==> config.mk <==
export PLATFORM = sky130hd
export DESIGN_NAME = lcd_byte_to_rgb565_scaler
export DESIGN_NICKNAME = d
export VERILOG_FILES = /design/src/hdl/lbrs_pkg.sv /design/src/hdl/lcd_byte_to_rgb565_scaler.sv /design/src/hdl/lbrs_regs.sv /design/src/hdl/lbrs_front.sv /design/src/hdl/lbrs_queue.sv /design/src/hdl/lbrs_back.sv
export SDC_FILE = /design/constraint.sdc
export NUM_CORES = 1
export LEC_CHECK = 0
export BUFFER_PORTS_ARGS = -buffer_cell sky130_fd_sc_hd__buf_2
export CORE_ASPECT_RATIO = 1.4
export CORE_MARGIN = 2
export CORE_UTILIZATION = 30
export DETAILED_ROUTE_END_ITERATION = 8
export SYNTH_ARGS = -nofsm -noshare
export SYNTH_HDL_FRONTEND = slang
export SYNTH_SLANG_ARGS = --single-unit
==> constraint.sdc <==
create_clock -name clk_i -period 9.7 [get_ports clk_i]
set_clock_uncertainty 0.1 [all_clocks]
set_input_delay 1.94 -clock clk_i [delete_from_list [all_inputs] [get_ports clk_i]]
set_output_delay 1.94 -clock clk_i [all_outputs]
set_load 0.005 [all_outputs]
==> src/hdl/lbrs_pkg.sv <==
// Shared types and constants for the LCD byte to RGB565 scaler.
// Depends on nothing; every other file of the block imports it.
`timescale 1ns / 1ps

package lbrs_pkg;

  // Default geometry of the emulated LCD picture.
  localparam int unsigned SRC_WIDTH_DEF   = 160;
  localparam int unsigned SRC_HEIGHT_DEF  = 80;
  localparam int unsigned PIXEL_SCALE_DEF = 2;

  // Port and datapath widths fixed by the field definitions.
  localparam int unsigned IDX_W    = 12;
  localparam int unsigned COLOR_W  = 16;
  localparam int unsigned SCR_W    = 10;
  localparam int unsigned STRIDE_W = 12;
  localparam int unsigned ADDR_W   = 22;
  localparam int unsigned DST_W    = 11;
  localparam int unsigned CFG_IDX_W = 4;
  localparam int unsigned CFG_DATA_W = 16;

  // Depth of the item queue between front and back end.
  localparam int unsigned QDEPTH = 4;

  // Configuration register indexes.
  localparam logic [CFG_IDX_W-1:0] REG_GREY_MODE     = 4'd0;
  localparam logic [CFG_IDX_W-1:0] REG_PAL_WHITE     = 4'd1;
  localparam logic [CFG_IDX_W-1:0] REG_PAL_LIGHT     = 4'd2;
  localparam logic [CFG_IDX_W-1:0] REG_PAL_DARK      = 4'd3;
  localparam logic [CFG_IDX_W-1:0] REG_PAL_BLACK     = 4'd4;
  localparam logic [CFG_IDX_W-1:0] REG_SCREEN_WIDTH  = 4'd5;
  localparam logic [CFG_IDX_W-1:0] REG_SCREEN_HEIGHT = 4'd6;
  localparam logic [CFG_IDX_W-1:0] REG_LINE_STRIDE   = 4'd7;

  // Reset values of the configuration registers.
  localparam logic [COLOR_W-1:0]  PAL_WHITE_RST = 16'hD6F4;
  localparam logic [COLOR_W-1:0]  PAL_LIGHT_RST = 16'h9D11;
  localparam logic [COLOR_W-1:0]  PAL_DARK_RST  = 16'h6B49;
  localparam logic [COLOR_W-1:0]  PAL_BLACK_RST = 16'h1861;
  localparam logic [SCR_W-1:0]    SCREEN_WIDTH_RST  = 10'd320;
  localparam logic [SCR_W-1:0]    SCREEN_HEIGHT_RST = 10'd170;
  localparam logic [STRIDE_W-1:0] LINE_STRIDE_RST   = 12'd640;

  // Palette entry selected by a set monochrome pixel.
  localparam logic [1:0] PAL_IDX_SET = 2'h3;

  // Index of the final pixel of a byte in each mode.
  localparam logic [2:0] PIX_LAST_MONO = 3'd7;
  localparam logic [2:0] PIX_LAST_GREY = 3'd3;

  // Configuration register contents seen by the datapath.
  typedef struct packed {
    logic                          grey_mode;
    logic [3:0][COLOR_W-1:0]       palette;
    logic [SCR_W-1:0]              disp_width;
    logic [SCR_W-1:0]              disp_height;
    logic [STRIDE_W-1:0]           line_stride;
  } cfg_t;

endpackage

==> src/hdl/lcd_byte_to_rgb565_scaler.sv <==
// Packed LCD byte to RGB565 scaler: one item in, up to 32 writes out.
// Path of an item: front stages, item queue, sequencer, output register.
// Throughput: one write per cycle while items are queued, so PPB*PIXEL_SCALE^2
// writes per item (32 monochrome, 16 grey at scale 2), set by the single write sequencer.
// Items are taken while earlier ones are still written; busy rises once the
// queue and the three-stage front pipeline together hold four items.
// Reset is async and returns the registers to their defaults.
`timescale 1ns / 1ps

module lcd_byte_to_rgb565_scaler #(
  parameter int unsigned SRC_WIDTH   = lbrs_pkg::SRC_WIDTH_DEF,
  parameter int unsigned SRC_HEIGHT  = lbrs_pkg::SRC_HEIGHT_DEF,
  parameter int unsigned PIXEL_SCALE = lbrs_pkg::PIXEL_SCALE_DEF
) (
  input  logic                            clk_i,
  input  logic                            rst_ni,
  input  logic                            start,
  output logic                            busy,
  input  logic [lbrs_pkg::IDX_W-1:0]      byte_index_i,
  input  logic [7:0]                      byte_value_i,
  input  logic                            blank_i,
  output logic                            strobe,
  output logic [lbrs_pkg::ADDR_W-1:0]     fb_byte_address_o,
  output logic [lbrs_pkg::COLOR_W-1:0]    color_o,
  output logic                            last_o,
  input  logic                            cfg_valid_i,
  output logic                            cfg_ready_o,
  input  logic [lbrs_pkg::CFG_IDX_W-1:0]  cfg_index_i,
  input  logic [lbrs_pkg::CFG_DATA_W-1:0] cfg_data_i
);
  import lbrs_pkg::*;

  localparam int unsigned X_W   = $clog2(SRC_WIDTH);
  localparam int unsigned Y_W   = $clog2(SRC_HEIGHT);
  localparam int unsigned ENT_W = Y_W + X_W + 8;
  localparam int unsigned CNT_W = $clog2(QDEPTH) + 1;

  cfg_t             cfg;
  logic             accept;
  logic             push, pop, q_empty;
  logic [ENT_W-1:0] push_data, q_head;
  logic [1:0]       inflight;
  logic [CNT_W-1:0] q_count;

  // Hold off new items once queue plus front pipeline could fill the queue.
  assign busy   = ((CNT_W+1)'(q_count) + (CNT_W+1)'(inflight)) >= (CNT_W+1)'(QDEPTH);
  assign accept = start && !busy;

  lbrs_regs u_regs (
    .clk_i       (clk_i),
    .rst_ni      (rst_ni),
    .cfg_valid_i (cfg_valid_i),
    .cfg_ready_o (cfg_ready_o),
    .cfg_index_i (cfg_index_i),
    .cfg_data_i  (cfg_data_i),
    .cfg_o       (cfg)
  );

  lbrs_front #(
    .SRC_WIDTH  (SRC_WIDTH),
    .SRC_HEIGHT (SRC_HEIGHT),
    .X_W        (X_W),
    .Y_W        (Y_W)
  ) u_front (
    .clk_i        (clk_i),
    .rst_ni       (rst_ni),
    .accept_i     (accept),
    .grey_mode_i  (cfg.grey_mode),
    .byte_index_i (byte_index_i),
    .byte_value_i (byte_value_i),
    .blank_i      (blank_i),
    .push_o       (push),
    .push_data_o  (push_data),
    .inflight_o   (inflight)
  );

  lbrs_queue #(
    .DATA_W (ENT_W),
    .DEPTH  (QDEPTH)
  ) u_queue (
    .clk_i       (clk_i),
    .rst_ni      (rst_ni),
    .push_i      (push),
    .push_data_i (push_data),
    .pop_i       (pop),
    .head_o      (q_head),
    .empty_o     (q_empty),
    .count_o     (q_count)
  );

  lbrs_back #(
    .SRC_WIDTH   (SRC_WIDTH),
    .SRC_HEIGHT  (SRC_HEIGHT),
    .PIXEL_SCALE (PIXEL_SCALE),
    .X_W         (X_W),
    .Y_W         (Y_W)
  ) u_back (
    .clk_i             (clk_i),
    .rst_ni            (rst_ni),
    .cfg_i             (cfg),
    .q_empty_i         (q_empty),
    .q_head_i          (q_head),
    .q_pop_o           (pop),
    .strobe_o          (strobe),
    .fb_byte_address_o (fb_byte_address_o),
    .color_o           (color_o),
    .last_o            (last_o)
  );

endmodule

==> src/hdl/lbrs_regs.sv <==
// Configuration register file of the LCD byte to RGB565 scaler.
// Depends on lbrs_pkg for register indexes, reset values and cfg_t.
`timescale 1ns / 1ps

module lbrs_regs (
  input  logic                           clk_i,
  input  logic                           rst_ni,
  input  logic                           cfg_valid_i,
  output logic                           cfg_ready_o,
  input  logic [lbrs_pkg::CFG_IDX_W-1:0] cfg_index_i,
  input  logic [lbrs_pkg::CFG_DATA_W-1:0] cfg_data_i,
  output lbrs_pkg::cfg_t                 cfg_o
);
  import lbrs_pkg::*;

  cfg_t cfg_q, cfg_d;
  logic wr_en;

  // Writes are always taken.
  assign cfg_ready_o = 1'b1;
  assign wr_en       = cfg_valid_i;

  // Decode the written register; unknown indexes leave everything alone.
  always_comb begin
    cfg_d = cfg_q;
    if (wr_en) begin
      case (cfg_index_i)
        REG_GREY_MODE:     cfg_d.grey_mode   = cfg_data_i[0];
        REG_PAL_WHITE:     cfg_d.palette[0]  = cfg_data_i;
        REG_PAL_LIGHT:     cfg_d.palette[1]  = cfg_data_i;
        REG_PAL_DARK:      cfg_d.palette[2]  = cfg_data_i;
        REG_PAL_BLACK:     cfg_d.palette[3]  = cfg_data_i;
        REG_SCREEN_WIDTH:  cfg_d.disp_width  = cfg_data_i[SCR_W-1:0];
        REG_SCREEN_HEIGHT: cfg_d.disp_height = cfg_data_i[SCR_W-1:0];
        REG_LINE_STRIDE:   cfg_d.line_stride = cfg_data_i[STRIDE_W-1:0];
        default: ;
      endcase
    end
  end

  always_ff @(posedge clk_i or negedge rst_ni) begin
    if (!rst_ni) begin
      cfg_q.grey_mode   <= 1'b0;
      cfg_q.palette[0]  <= PAL_WHITE_RST;
      cfg_q.palette[1]  <= PAL_LIGHT_RST;
      cfg_q.palette[2]  <= PAL_DARK_RST;
      cfg_q.palette[3]  <= PAL_BLACK_RST;
      cfg_q.disp_width  <= SCREEN_WIDTH_RST;
      cfg_q.disp_height <= SCREEN_HEIGHT_RST;
      cfg_q.line_stride <= LINE_STRIDE_RST;
    end else begin
      cfg_q <= cfg_d;
    end
  end

  assign cfg_o = cfg_q;

endmodule

==> src/hdl/lbrs_front.sv <==
// Front end of the scaler: range check, blanking and the split of the
// first pixel position into source row and column. Depends on lbrs_pkg.
`timescale 1ns / 1ps

module lbrs_front #(
  parameter int unsigned SRC_WIDTH  = lbrs_pkg::SRC_WIDTH_DEF,
  parameter int unsigned SRC_HEIGHT = lbrs_pkg::SRC_HEIGHT_DEF,
  parameter int unsigned X_W        = $clog2(SRC_WIDTH),
  parameter int unsigned Y_W        = $clog2(SRC_HEIGHT)
) (
  input  logic                       clk_i,
  input  logic                       rst_ni,
  input  logic                       accept_i,
  input  logic                       grey_mode_i,
  input  logic [lbrs_pkg::IDX_W-1:0] byte_index_i,
  input  logic [7:0]                 byte_value_i,
  input  logic                       blank_i,
  output logic                       push_o,
  output logic [Y_W+X_W+7:0]         push_data_o,
  output logic [1:0]                 inflight_o
);
  import lbrs_pkg::*;

  localparam int unsigned TOTAL    = SRC_WIDTH * SRC_HEIGHT;
  localparam int unsigned POS_W    = $clog2(TOTAL);
  localparam int unsigned LIM_MONO = TOTAL / 8;
  localparam int unsigned LIM_GREY = TOTAL / 4;
  // Reciprocal of the row length, rounded down, for the quotient estimate.
  localparam int unsigned DIV_SH   = POS_W + 10;
  localparam int unsigned RECIP_W  = DIV_SH - 2;
  localparam longint unsigned RECIP_VAL = (64'd1 << DIV_SH) / SRC_WIDTH;
  localparam logic [RECIP_W-1:0] RECIP  = RECIP_W'(RECIP_VAL);
  localparam int unsigned PROD_W   = POS_W + RECIP_W;

  logic                 in_range;
  logic [IDX_W+2:0]     pos_full;

  logic                 v1_q, v2_q, v3_q;
  logic [POS_W-1:0]     pos1_q, pos2_q;
  logic [7:0]           byte1_q, byte2_q, byte3_q;
  logic [PROD_W-1:0]    prod2_q;
  logic [Y_W-1:0]       q3_q, q_est;
  logic [X_W:0]         rem3_q;
  logic [POS_W-1:0]     rem_full;
  logic [Y_W-1:0]       row_y;
  logic [X_W-1:0]       row_x;

  // Range check against the packed buffer size of the current mode.
  assign in_range = grey_mode_i ? (32'(byte_index_i) < 32'(LIM_GREY))
                                : (32'(byte_index_i) < 32'(LIM_MONO));
  assign pos_full = grey_mode_i ? {1'b0, byte_index_i, 2'b00} : {byte_index_i, 3'b000};

  // Valid bits of the three pipeline stages.
  always_ff @(posedge clk_i or negedge rst_ni) begin
    if (!rst_ni) begin
      v1_q <= 1'b0;
      v2_q <= 1'b0;
      v3_q <= 1'b0;
    end else begin
      v1_q <= accept_i && in_range;
      v2_q <= v1_q;
      v3_q <= v2_q;
    end
  end

  // Quotient estimate from the reciprocal, remainder after that estimate.
  assign q_est    = prod2_q[DIV_SH +: Y_W];
  assign rem_full = pos2_q - POS_W'(POS_W'(q_est) * POS_W'(SRC_WIDTH));

  always_ff @(posedge clk_i) begin
    pos1_q  <= POS_W'(pos_full);
    byte1_q <= blank_i ? 8'h00 : byte_value_i;
    prod2_q <= PROD_W'(pos1_q) * PROD_W'(RECIP);
    pos2_q  <= pos1_q;
    byte2_q <= byte1_q;
    q3_q    <= q_est;
    rem3_q  <= rem_full[X_W:0];
    byte3_q <= byte2_q;
  end

  // The estimate is low by at most one row; correct it here.
  always_comb begin
    if (rem3_q >= (X_W+1)'(SRC_WIDTH)) begin
      row_y = q3_q + Y_W'(1);
      row_x = X_W'(rem3_q - (X_W+1)'(SRC_WIDTH));
    end else begin
      row_y = q3_q;
      row_x = rem3_q[X_W-1:0];
    end
  end

  assign push_o      = v3_q;
  assign push_data_o = {row_y, row_x, byte3_q};
  assign inflight_o  = 2'(v1_q) + 2'(v2_q) + 2'(v3_q);

endmodule

==> src/hdl/lbrs_queue.sv <==
// Small item queue between front and back end of the scaler.
// Depends on lbrs_pkg for the default queue depth.
`timescale 1ns / 1ps

module lbrs_queue #(
  parameter int unsigned DATA_W = 8,
  parameter int unsigned DEPTH  = lbrs_pkg::QDEPTH
) (
  input  logic                       clk_i,
  input  logic                       rst_ni,
  input  logic                       push_i,
  input  logic [DATA_W-1:0]          push_data_i,
  input  logic                       pop_i,
  output logic [DATA_W-1:0]          head_o,
  output logic                       empty_o,
  output logic [$clog2(DEPTH):0]     count_o
);
  import lbrs_pkg::*;

  localparam int unsigned PTR_W = $clog2(DEPTH);

  logic [DATA_W-1:0] slot_q [DEPTH];
  logic [PTR_W-1:0]  wr_ptr_q, rd_ptr_q;
  logic [PTR_W:0]    count_q, count_d;

  // Pointer and fill tracking.
  always_comb begin
    count_d = count_q;
    if (push_i && !pop_i) begin
      count_d = count_q + (PTR_W+1)'(1);
    end else if (pop_i && !push_i) begin
      count_d = count_q - (PTR_W+1)'(1);
    end
  end

  always_ff @(posedge clk_i or negedge rst_ni) begin
    if (!rst_ni) begin
      wr_ptr_q <= '0;
      rd_ptr_q <= '0;
      count_q  <= '0;
    end else begin
      if (push_i) wr_ptr_q <= wr_ptr_q + PTR_W'(1);
      if (pop_i)  rd_ptr_q <= rd_ptr_q + PTR_W'(1);
      count_q <= count_d;
    end
  end

  // Storage slots.
  always_ff @(posedge clk_i) begin
    if (push_i) slot_q[wr_ptr_q] <= push_data_i;
  end

  assign head_o  = slot_q[rd_ptr_q];
  assign empty_o = (count_q == '0);
  assign count_o = count_q;

  // The front end must never push into a full queue.
  a_no_overflow: assert property (@(posedge clk_i) disable iff (!rst_ni)
    !(push_i && !pop_i && count_q == (PTR_W+1)'(DEPTH)))
    else $error("item queue overflow");

  // The back end must never pop an empty queue.
  a_no_underflow: assert property (@(posedge clk_i) disable iff (!rst_ni)
    !(pop_i && empty_o))
    else $error("item queue underflow");

endmodule

==> src/hdl/lbrs_back.sv <==
// Back end of the scaler: walks the pixels and replicas of one item and
// emits one framebuffer write per cycle while it holds an item. Depends on lbrs_pkg.
`timescale 1ns / 1ps

module lbrs_back #(
  parameter int unsigned SRC_WIDTH   = lbrs_pkg::SRC_WIDTH_DEF,
  parameter int unsigned SRC_HEIGHT  = lbrs_pkg::SRC_HEIGHT_DEF,
  parameter int unsigned PIXEL_SCALE = lbrs_pkg::PIXEL_SCALE_DEF,
  parameter int unsigned X_W         = $clog2(SRC_WIDTH),
  parameter int unsigned Y_W         = $clog2(SRC_HEIGHT)
) (
  input  logic                        clk_i,
  input  logic                        rst_ni,
  input  lbrs_pkg::cfg_t              cfg_i,
  input  logic                        q_empty_i,
  input  logic [Y_W+X_W+7:0]          q_head_i,
  output logic                        q_pop_o,
  output logic                        strobe_o,
  output logic [lbrs_pkg::ADDR_W-1:0] fb_byte_address_o,
  output logic [lbrs_pkg::COLOR_W-1:0] color_o,
  output logic                        last_o
);
  import lbrs_pkg::*;

  localparam int unsigned REP_W = (PIXEL_SCALE > 1) ? $clog2(PIXEL_SCALE) : 1;
  localparam logic [REP_W-1:0] REP_LAST = REP_W'(PIXEL_SCALE - 1);
  localparam logic [DST_W-1:0] PIC_W = DST_W'(SRC_WIDTH * PIXEL_SCALE);
  localparam logic [DST_W-1:0] PIC_H = DST_W'(SRC_HEIGHT * PIXEL_SCALE);
  localparam int unsigned PROD_W = DST_W + STRIDE_W;

  logic             active_q;
  logic [7:0]       byte_q;
  logic [X_W-1:0]   x_q;
  logic [Y_W-1:0]   y_q;
  logic [2:0]       pix_q;
  logic [REP_W-1:0] sx_q, sy_q;

  logic [DST_W-1:0] scr_w, scr_h, off_x, off_y, dst_x, dst_y;
  logic [1:0]       pal_idx;
  logic [2:0]       pix_last;
  logic             last_now;
  logic [PROD_W-1:0] addr_full;

  logic              strobe_q, last_q;
  logic [ADDR_W-1:0] addr_q;
  logic [COLOR_W-1:0] color_q;

  // Centring offsets, clamped at zero.
  assign scr_w = DST_W'(cfg_i.disp_width);
  assign scr_h = DST_W'(cfg_i.disp_height);
  assign off_x = (scr_w > PIC_W) ? ((scr_w - PIC_W) >> 1) : '0;
  assign off_y = (scr_h > PIC_H) ? ((scr_h - PIC_H) >> 1) : '0;

  // Current pixel value, most significant pixel first.
  assign pal_idx  = cfg_i.grey_mode ? byte_q[7:6] : (byte_q[7] ? PAL_IDX_SET : 2'b00);
  assign pix_last = cfg_i.grey_mode ? PIX_LAST_GREY : PIX_LAST_MONO;
  assign last_now = active_q && (pix_q == pix_last) && (sx_q == REP_LAST)
                    && (sy_q == REP_LAST);
  assign q_pop_o  = !q_empty_i && (!active_q || last_now);

  // Destination address of the current replica.
  assign dst_x = off_x + DST_W'(DST_W'(x_q) * DST_W'(PIXEL_SCALE)) + DST_W'(sx_q);
  assign dst_y = off_y + DST_W'(DST_W'(y_q) * DST_W'(PIXEL_SCALE)) + DST_W'(sy_q);
  assign addr_full = PROD_W'(dst_y) * PROD_W'(cfg_i.line_stride)
                     + PROD_W'({dst_x, 1'b0});

  // Item sequencer: replica column, replica row, then next pixel.
  always_ff @(posedge clk_i or negedge rst_ni) begin
    if (!rst_ni) begin
      active_q <= 1'b0;
      pix_q    <= '0;
      sx_q     <= '0;
      sy_q     <= '0;
    end else if (q_pop_o) begin
      active_q <= 1'b1;
      pix_q    <= '0;
      sx_q     <= '0;
      sy_q     <= '0;
    end else if (active_q) begin
      if (last_now) begin
        active_q <= 1'b0;
      end else if (sx_q != REP_LAST) begin
        sx_q <= sx_q + REP_W'(1);
      end else if (sy_q != REP_LAST) begin
        sx_q <= '0;
        sy_q <= sy_q + REP_W'(1);
      end else begin
        sx_q  <= '0;
        sy_q  <= '0;
        pix_q <= pix_q + 3'd1;
      end
    end
  end

  // Pixel payload: byte shifter and source position with row wrap.
  always_ff @(posedge clk_i) begin
    if (q_pop_o) begin
      y_q    <= q_head_i[X_W+8 +: Y_W];
      x_q    <= q_head_i[8 +: X_W];
      byte_q <= q_head_i[7:0];
    end else if (active_q && sx_q == REP_LAST && sy_q == REP_LAST) begin
      byte_q <= cfg_i.grey_mode ? {byte_q[5:0], 2'b00} : {byte_q[6:0], 1'b0};
      if (x_q == X_W'(SRC_WIDTH - 1)) begin
        x_q <= '0;
        y_q <= y_q + Y_W'(1);
      end else begin
        x_q <= x_q + X_W'(1);
      end
    end
  end

  // Output register.
  always_ff @(posedge clk_i or negedge rst_ni) begin
    if (!rst_ni) begin
      strobe_q <= 1'b0;
      last_q   <= 1'b0;
    end else begin
      strobe_q <= active_q;
      last_q   <= last_now;
    end
  end

  always_ff @(posedge clk_i) begin
    addr_q  <= addr_full[ADDR_W-1:0];
    color_q <= cfg_i.palette[pal_idx];
  end

  assign strobe_o          = strobe_q;
  assign last_o            = last_q;
  assign fb_byte_address_o = addr_q;
  assign color_o           = color_q;

  // The final write flag only comes with a write.
  a_last_has_strobe: assert property (@(posedge clk_i) disable iff (!rst_ni)
    last_o |-> strobe_o)
    else $error("last without strobe");

  // Writes of one item come in an unbroken run up to the final one.
  a_run_unbroken: assert property (@(posedge clk_i) disable iff (!rst_ni)
    (strobe_o && !last_o) |=> strobe_o)
    else $error("gap inside an item's writes");

endmodule
### Word level (Yosys, flattened, before mapping)

Memory sizes are Yosys's and may differ from the RTL's.
Cells that the tools add are included.

| word-level totals | value |
|---|---|
| register bits | 270 |
| memory bits (writable) | 92 |
| output and inout bits | 42 |
| logic and storage cells | 154 |
| memories | 1 |

| cells by class | value |
|---|---|
| $add $sub $neg | 22 |
| multipliers | 3 |
| $lt $le $gt $ge | 7 |
| equal/unequal tests | 10 |
| muxes and demuxes | 41 |
| reductions and logical operators | 36 |

Memory list:

| name | depth | width | read ports | clocked after Yosys merged registers in | write ports | line | text |
|---|---|---|---|---|---|---|---|
| u_queue.slot_q | 4 | 23 | 1 | 0 | 1 | lbrs_queue.sv:22 | `logic [DATA_W-1:0] slot_q [DEPTH];` |

Operator list:

| operator | number |
|---|---|
| 8-bit two-way mux | 7 |
| 16-bit binary-select mux with 2-bit select | 1 |
| 14-bit by 17-bit multiplier with 31-bit output (second input constant) | 1 |
| 7-bit two-way mux | 4 |
| 3-bit two-way mux | 8 |
| 11-bit by 1-bit adder with 11-bit output | 2 |
| 22-bit by 12-bit adder with 22-bit output | 1 |
| 11-bit by 12-bit multiplier with 22-bit output | 1 |
| 10-bit two-way mux | 2 |
| 2-bit AND reduction | 10 |
| 4-bit by 3-bit == test with 1-bit output (second input constant) | 4 |
| 16-bit two-way mux | 1 |
| 1-bit two-way mux | 15 |
| 7-bit by 1-bit adder with 7-bit output (second input constant) | 2 |
| 14-bit two-way mux | 1 |
| 12-bit by 11-bit < comparator with 1-bit output (second input constant) | 1 |
| 12-bit < comparator (second input constant) | 1 |
| 2-bit nonzero test | 6 |
| 11-bit by 8-bit adder with 11-bit output | 1 |
| 11-bit by 9-bit adder with 11-bit output | 1 |
| 10-bit by 8-bit subtractor with 11-bit output (second input constant) | 1 |
| 10-bit by 9-bit subtractor with 11-bit output (second input constant) | 1 |
| 10-bit by 8-bit greater-than comparator with 1-bit output (second input constant) | 1 |
| 10-bit by 9-bit greater-than comparator with 1-bit output (second input constant) | 1 |
| 27 further kinds | 45 |

### Depth between registers and ports, before layout

| depth | value |
|---|---|
| word-level depth | 10 |
| mapped depth | 32 |
| mapped depth without buffers | 30 |

### By module

Synthesis repeated with hierarchy kept, for this count alone.

| unflattened totals | value |
|---|---|
| cell total of the unflattened synthesis | 1679 |
| area, all modules | 20249.4 µm² |

By module, submodules not included:

| module | instances | cells an instance | area each (µm²) | seq. area each (µm²) |
|---|---|---|---|---|
| lbrs_back | 1 | 895 | 8151.6 | 1651.6 |
| lbrs_front | 1 | 408 | 4561.9 | 1356.3 |
| lbrs_regs | 1 | 217 | 3753.6 | 2474.9 |
| lbrs_queue | 1 | 154 | 3748.6 | 2937.8 |
| lcd_byte_to_rgb565_scaler | 1 | 5 | 33.8 | 0.0 |

### Least setup slack after synthesis

OpenSTA, ideal clock, no wires.

| timing path | value |
|---|---|
| path type | flip-flop to flip-flop |
| from | register u_regs.cfg_q, in the netlist u_regs.cfg_o[13] |
| to | register u_back.addr_q[21], in the netlist u_back.fb_byte_address_o[21] |
| library setup time | 0.064 ns |
| data arrival time | 7.480 ns |
| data required time | 9.536 ns |
| setup slack | 2.056 ns |
| cell stages (with the launch flop) | 31 |
| buffers on the path | 2 |
| period minus slack after synthesis | 7.644 ns |
| path through | dfstp_2 -> or4_1 -> o41ai_2 -> and2_1 -> buf_6 -> nor2b_1 -> ha_1 -> fa_1 -> a21o_1 -> a21oi_2 -> o21bai_1 -> a2111o_1 -> a21oi_1 -> buf_4 -> and3b_1 -> fa_1 -> inv_1 -> fa_1 -> inv_1 -> fa_1 -> fa_1 -> inv_1 -> fa_1 -> inv_1 -> ha_1 -> a21oi_1 -> o21ai_0 -> nor2_1 -> a31oi_1 -> or4_1 -> nand4_1 |

| between the ends | value |
|---|---|
| cells in the longest elaborated chain, start to end | 6 |

RTL lines:

| what | line | text |
|---|---|---|
| from (decl) | lbrs_regs.sv:16 | `cfg_t cfg_q, cfg_d;` |
| from (signal assigned) | lbrs_regs.sv:52 | `cfg_q <= cfg_d;` |
| 10-bit by 8-bit subtractor with 11-bit output or 10-bit by 8-bit greater-than comparator with 1-bit output (tied branches) | lbrs_back.sv:52 | `assign off_y = (scr_h > PIC_H) ? ((scr_h - PIC_H) >> 1) : '0;` |
| 10-bit two-way mux * | lbrs_back.sv:52 |  |
| 11-bit by 8-bit adder with 11-bit output * | lbrs_back.sv:63 | `assign dst_y = off_y + DST_W'(DST_W'(y_q) * DST_W'(PIXEL_SCALE)) + DST_W'(sy_q);` |
| 11-bit by 1-bit adder with 11-bit output * | lbrs_back.sv:63 |  |
| 11-bit by 12-bit multiplier with 22-bit output * | lbrs_back.sv:64 | `assign addr_full = PROD_W'(dst_y) * PROD_W'(cfg_i.line_stride)` |
| 22-bit by 12-bit adder with 22-bit output * | lbrs_back.sv:65 | `+ PROD_W'({dst_x, 1'b0});` |
| via u_back.addr_full[21] | lbrs_back.sv:42 | `logic [PROD_W-1:0] addr_full;` |
| to (signal assigned) | lbrs_back.sv:124 | `addr_q <= addr_full[ADDR_W-1:0];` |
| to (decl) | lbrs_back.sv:45 | `logic [ADDR_W-1:0] addr_q;` |

Mark *: on every way through the listed nets, which the timed path passes. The rest lies on a longest branch.
A chain may end at the register's enable or synchronous reset.

### Worst setup path after layout

Ends and elaborated chain as after synthesis.

==> results.json <==
{
  "status": "completed",
  "slowest_delay_ns": 0.56,
  "clock_latency_ns": 0.56,
  "hold_viol": 0,
  "synth_edf_count": 107,
  "period_minus_slack_ns": 8.530,
  "hold_path_class": "flip-flop to flip-flop",
  "grt_util_met1": 0.1404,
  "design_area_mm2": 0.02257,
  "cts_tree": "built",
  "drt-total-wl_um": 42670,
  "grtUsageMet2": 0.2510,
  "io_pins": 87,
  "synth_top_cell_by_area": "edfxtp_1",
  "placed_area_mm2": 0.02141,
  "root_buffer": "clkbuf_16",
  "clk_path_buf_depth": 3,
  "antenna_found_initial": 0,
  "path_buf_inv": 4,
  "grt_pass1_wl_um": 71020,
  "synthTopCellsByArea": "edfxtp_1 16%, fa_1 14%, ha_1 11%",
  "cts-hold-fix-buffers": 0,
  "final_min_period_over_clock_period": 0.8794,
  "synthArstFlopShare": 0.3549,
  "crit_path_end_kind": "flip-flop",
  "finalSetupViolations": 0,
  "busiest_layer": "met2",
  "die-height_um": 310.1,
  "grt_start_max_net_pins": 81,
  "gp_congestion": 0.8601,
  "hpwl_um": 33230,
  "overflow": 0,
  "ys_warn_count": 0,
  "fp.dieArea_mm2": 0.06902,
  "cp-start-kind": "flip-flop",
  "post_synth_num_cell_types": 73,
  "drc": 0,
  "syn2layout_area_growth_pct": 12.45,
  "netlist_area_mm2": 0.02007,
  "cp.required_ns": 10.10,
  "cts-buffers-inserted": 36,
  "grtUsageTotal": 0.1287,
  "arrival_ns": 8.93,
  "cts-htree-levels": 2,
  "wl_per_cell_um": 16.02,
  "drtIter0Drc": 560,
  "fillers": 6674,
  "worstMarginPinSlew_ns": 1.191,
  "synthTopCellsByCount": "224 x inv_1, 183 x ha_1, 144 x fa_1, 124 x nand2_1, 107 x edfxtp_1",
  "ys_ff_latch": 324,
  "cp_common_cell": "fa_1",
  "clk_pin_slew_ns": 0.06,
  "grt_pass1_vias": 13719,
  "clock-sinks": 324,
  "synthCells": 1699,
  "slowest_stage": "a21oi_1",
  "initial_core_util": 0.3022,
  "dp_cells": 2599,
  "fin_util": 0.3398,
  "port_buffers": 85,
  "maxCapViolCount": 0,
  "synth_most_common_cell": "inv_1",
  "core_region_area_mm2": 0.06642,
  "synth_top_area_share": 0.1601,
  "avgViaCountPerCell": 4.661,
  "postCtsSetupRepairBufs": 0,
  "slew_violations": 0,
  "syn_avg_cell_area_um2": 11.81,
  "die_x_um": 222.6,
  "fmaxAchievable_mhz": 117.2,
  "seq_area_frac_synth": 0.4075,
  "tns_ns": 0,
  "dr.pass1.iters": 4,
  "stdcell_count": 2664,
  "critPathTopFamily": "adder cells",
  "num_vias": 12416,
  "ant_nets": 0,
  "post_cts_resize_count": 0,
  "rows": 112,
  "cp_max_fo": 12,
  "final_nets": 2154,
  "grtUsageMet3": 0.02077,
  "rsz0062_at_grt": "false",
  "drive_gt1_frac": 0.1835,
  "dominantRegCellSynth": "edfxtp_1",
  "num_antenna_cells": 0,
  "worstSetupPathType": "flip-flop to flip-flop",
  "slew_headroom": 0.2062
}
worst paths after layout:
| kind | from | to | slack, ns | cells after the start |
|---|---|---|---|---|
| max | u_regs.cfg_o[13] | u_back.fb_byte_address_o[21] | 1.17 | 28 |
| min | u_front.prod2_q[30] | u_front.q3_q[6] | 0.23 | 0 |
| max reg2reg | u_regs.cfg_o[13] | u_back.fb_byte_address_o[21] | 1.17 | 28 |
| min reg2reg | u_front.prod2_q[30] | u_front.q3_q[6] | 0.23 | 0 |
| max in group asynchronous | rst_ni | u_queue.rd_ptr_q[0] | 6.80 | 2 |
| min in group asynchronous | rst_ni | u_regs.cfg_o[93] | 1.23 | 1 |
cell type report:
| type | instances | area [um2] | area share |
|---|---|---|---|
| clock buffers | 53 | 1006 | 0.04456 |
| clock inverters | 12 | 156.4 | 0.006929 |
| inverters | 225 | 844.6 | 0.03741 |
| multi-input cells | 1101 | 10820 | 0.4792 |
| flip-flops and latches | 324 | 8183 | 0.3625 |
| well taps | 855 | 1070 | 0.04739 |
| repair buffers | 94 | 495.5 | 0.02195 |
layer usage:
layer | wire [um] | vias up | part of all wire
met1 | 16860 | 6237 | 0.39
met3 | 1339 | 77 | 0.031
li1 | - | 5909 | -
met2 | 23340 | 193 | 0.55
met4 | 1144 | 0 | 0.027
met5 | 0 | - | 0
state kept, by name (all words and copies together) (netlist names), 2 cells and up:
signal / flops
u_regs.cfg_o: 97
u_queue.slot_q: 84
u_back.fb_byte_address_o: 22
u_back.color_o: 16
u_front.pos1_q: 12
u_front.prod2_q: 10
u_back.byte_q: 8
u_back.x_q: 8
u_front.byte1_q: 8
u_front.byte2_q: 8
u_front.byte3_q: 8
u_back.y_q: 7
u_front.q3_q: 7
u_front.rem3_q: 7
u_front.pos2_q: 4
u_back.pix_q: 3
u_queue.count_o: 3
u_queue.rd_ptr_q: 2
u_queue.wr_ptr_q: 2
cell families (layout without fill, tap and decap cells):
kind of cell	after synthesis	count (layout)	synth area share
buffers and inverters	284	384	0.05541
AO/OA/AOI/OAI	207	207	0.06957
AND/OR/NAND/NOR	338	338	0.08546
other	2	12	0.0003741
XOR/XNOR	65	65	0.02836
adder cells (fa/ha/maj)	327	327	0.2577
multiplexers	152	152	0.09562
flip-flops	324	324	0.4075
cells in the final DEF (no fill, tap or decap), drive strengths merged, types with 42 or more instances in the layout:
cell type / Yosys / layout
inv: 224 / 224
ha: 183 / 183
fa: 144 / 144
nand2: 124 / 124
edfxtp: 107 / 107
mux2: 105 / 105
dfxtp: 102 / 102
buf: 17 / 94
dfrtp: 77 / 77
o21ai: 56 / 56
clkbuf: 42 / 53
a21oi: 52 / 52
and2: 42 / 42
stage by stage:
step	setup WS [ns]	hold slack, ns
after floorplan	2.056	0.2096
after global placement	1.287	0.2147
after detailed placement	1.167	0.2121
after CTS	1.137	0.2270
after global routing	0.5130	0.2312
final	1.170	0.2251
Power is left out: the tool's default activity adds up to more than one toggle a clock period on the data nets, which glitch-free logic cannot reach.
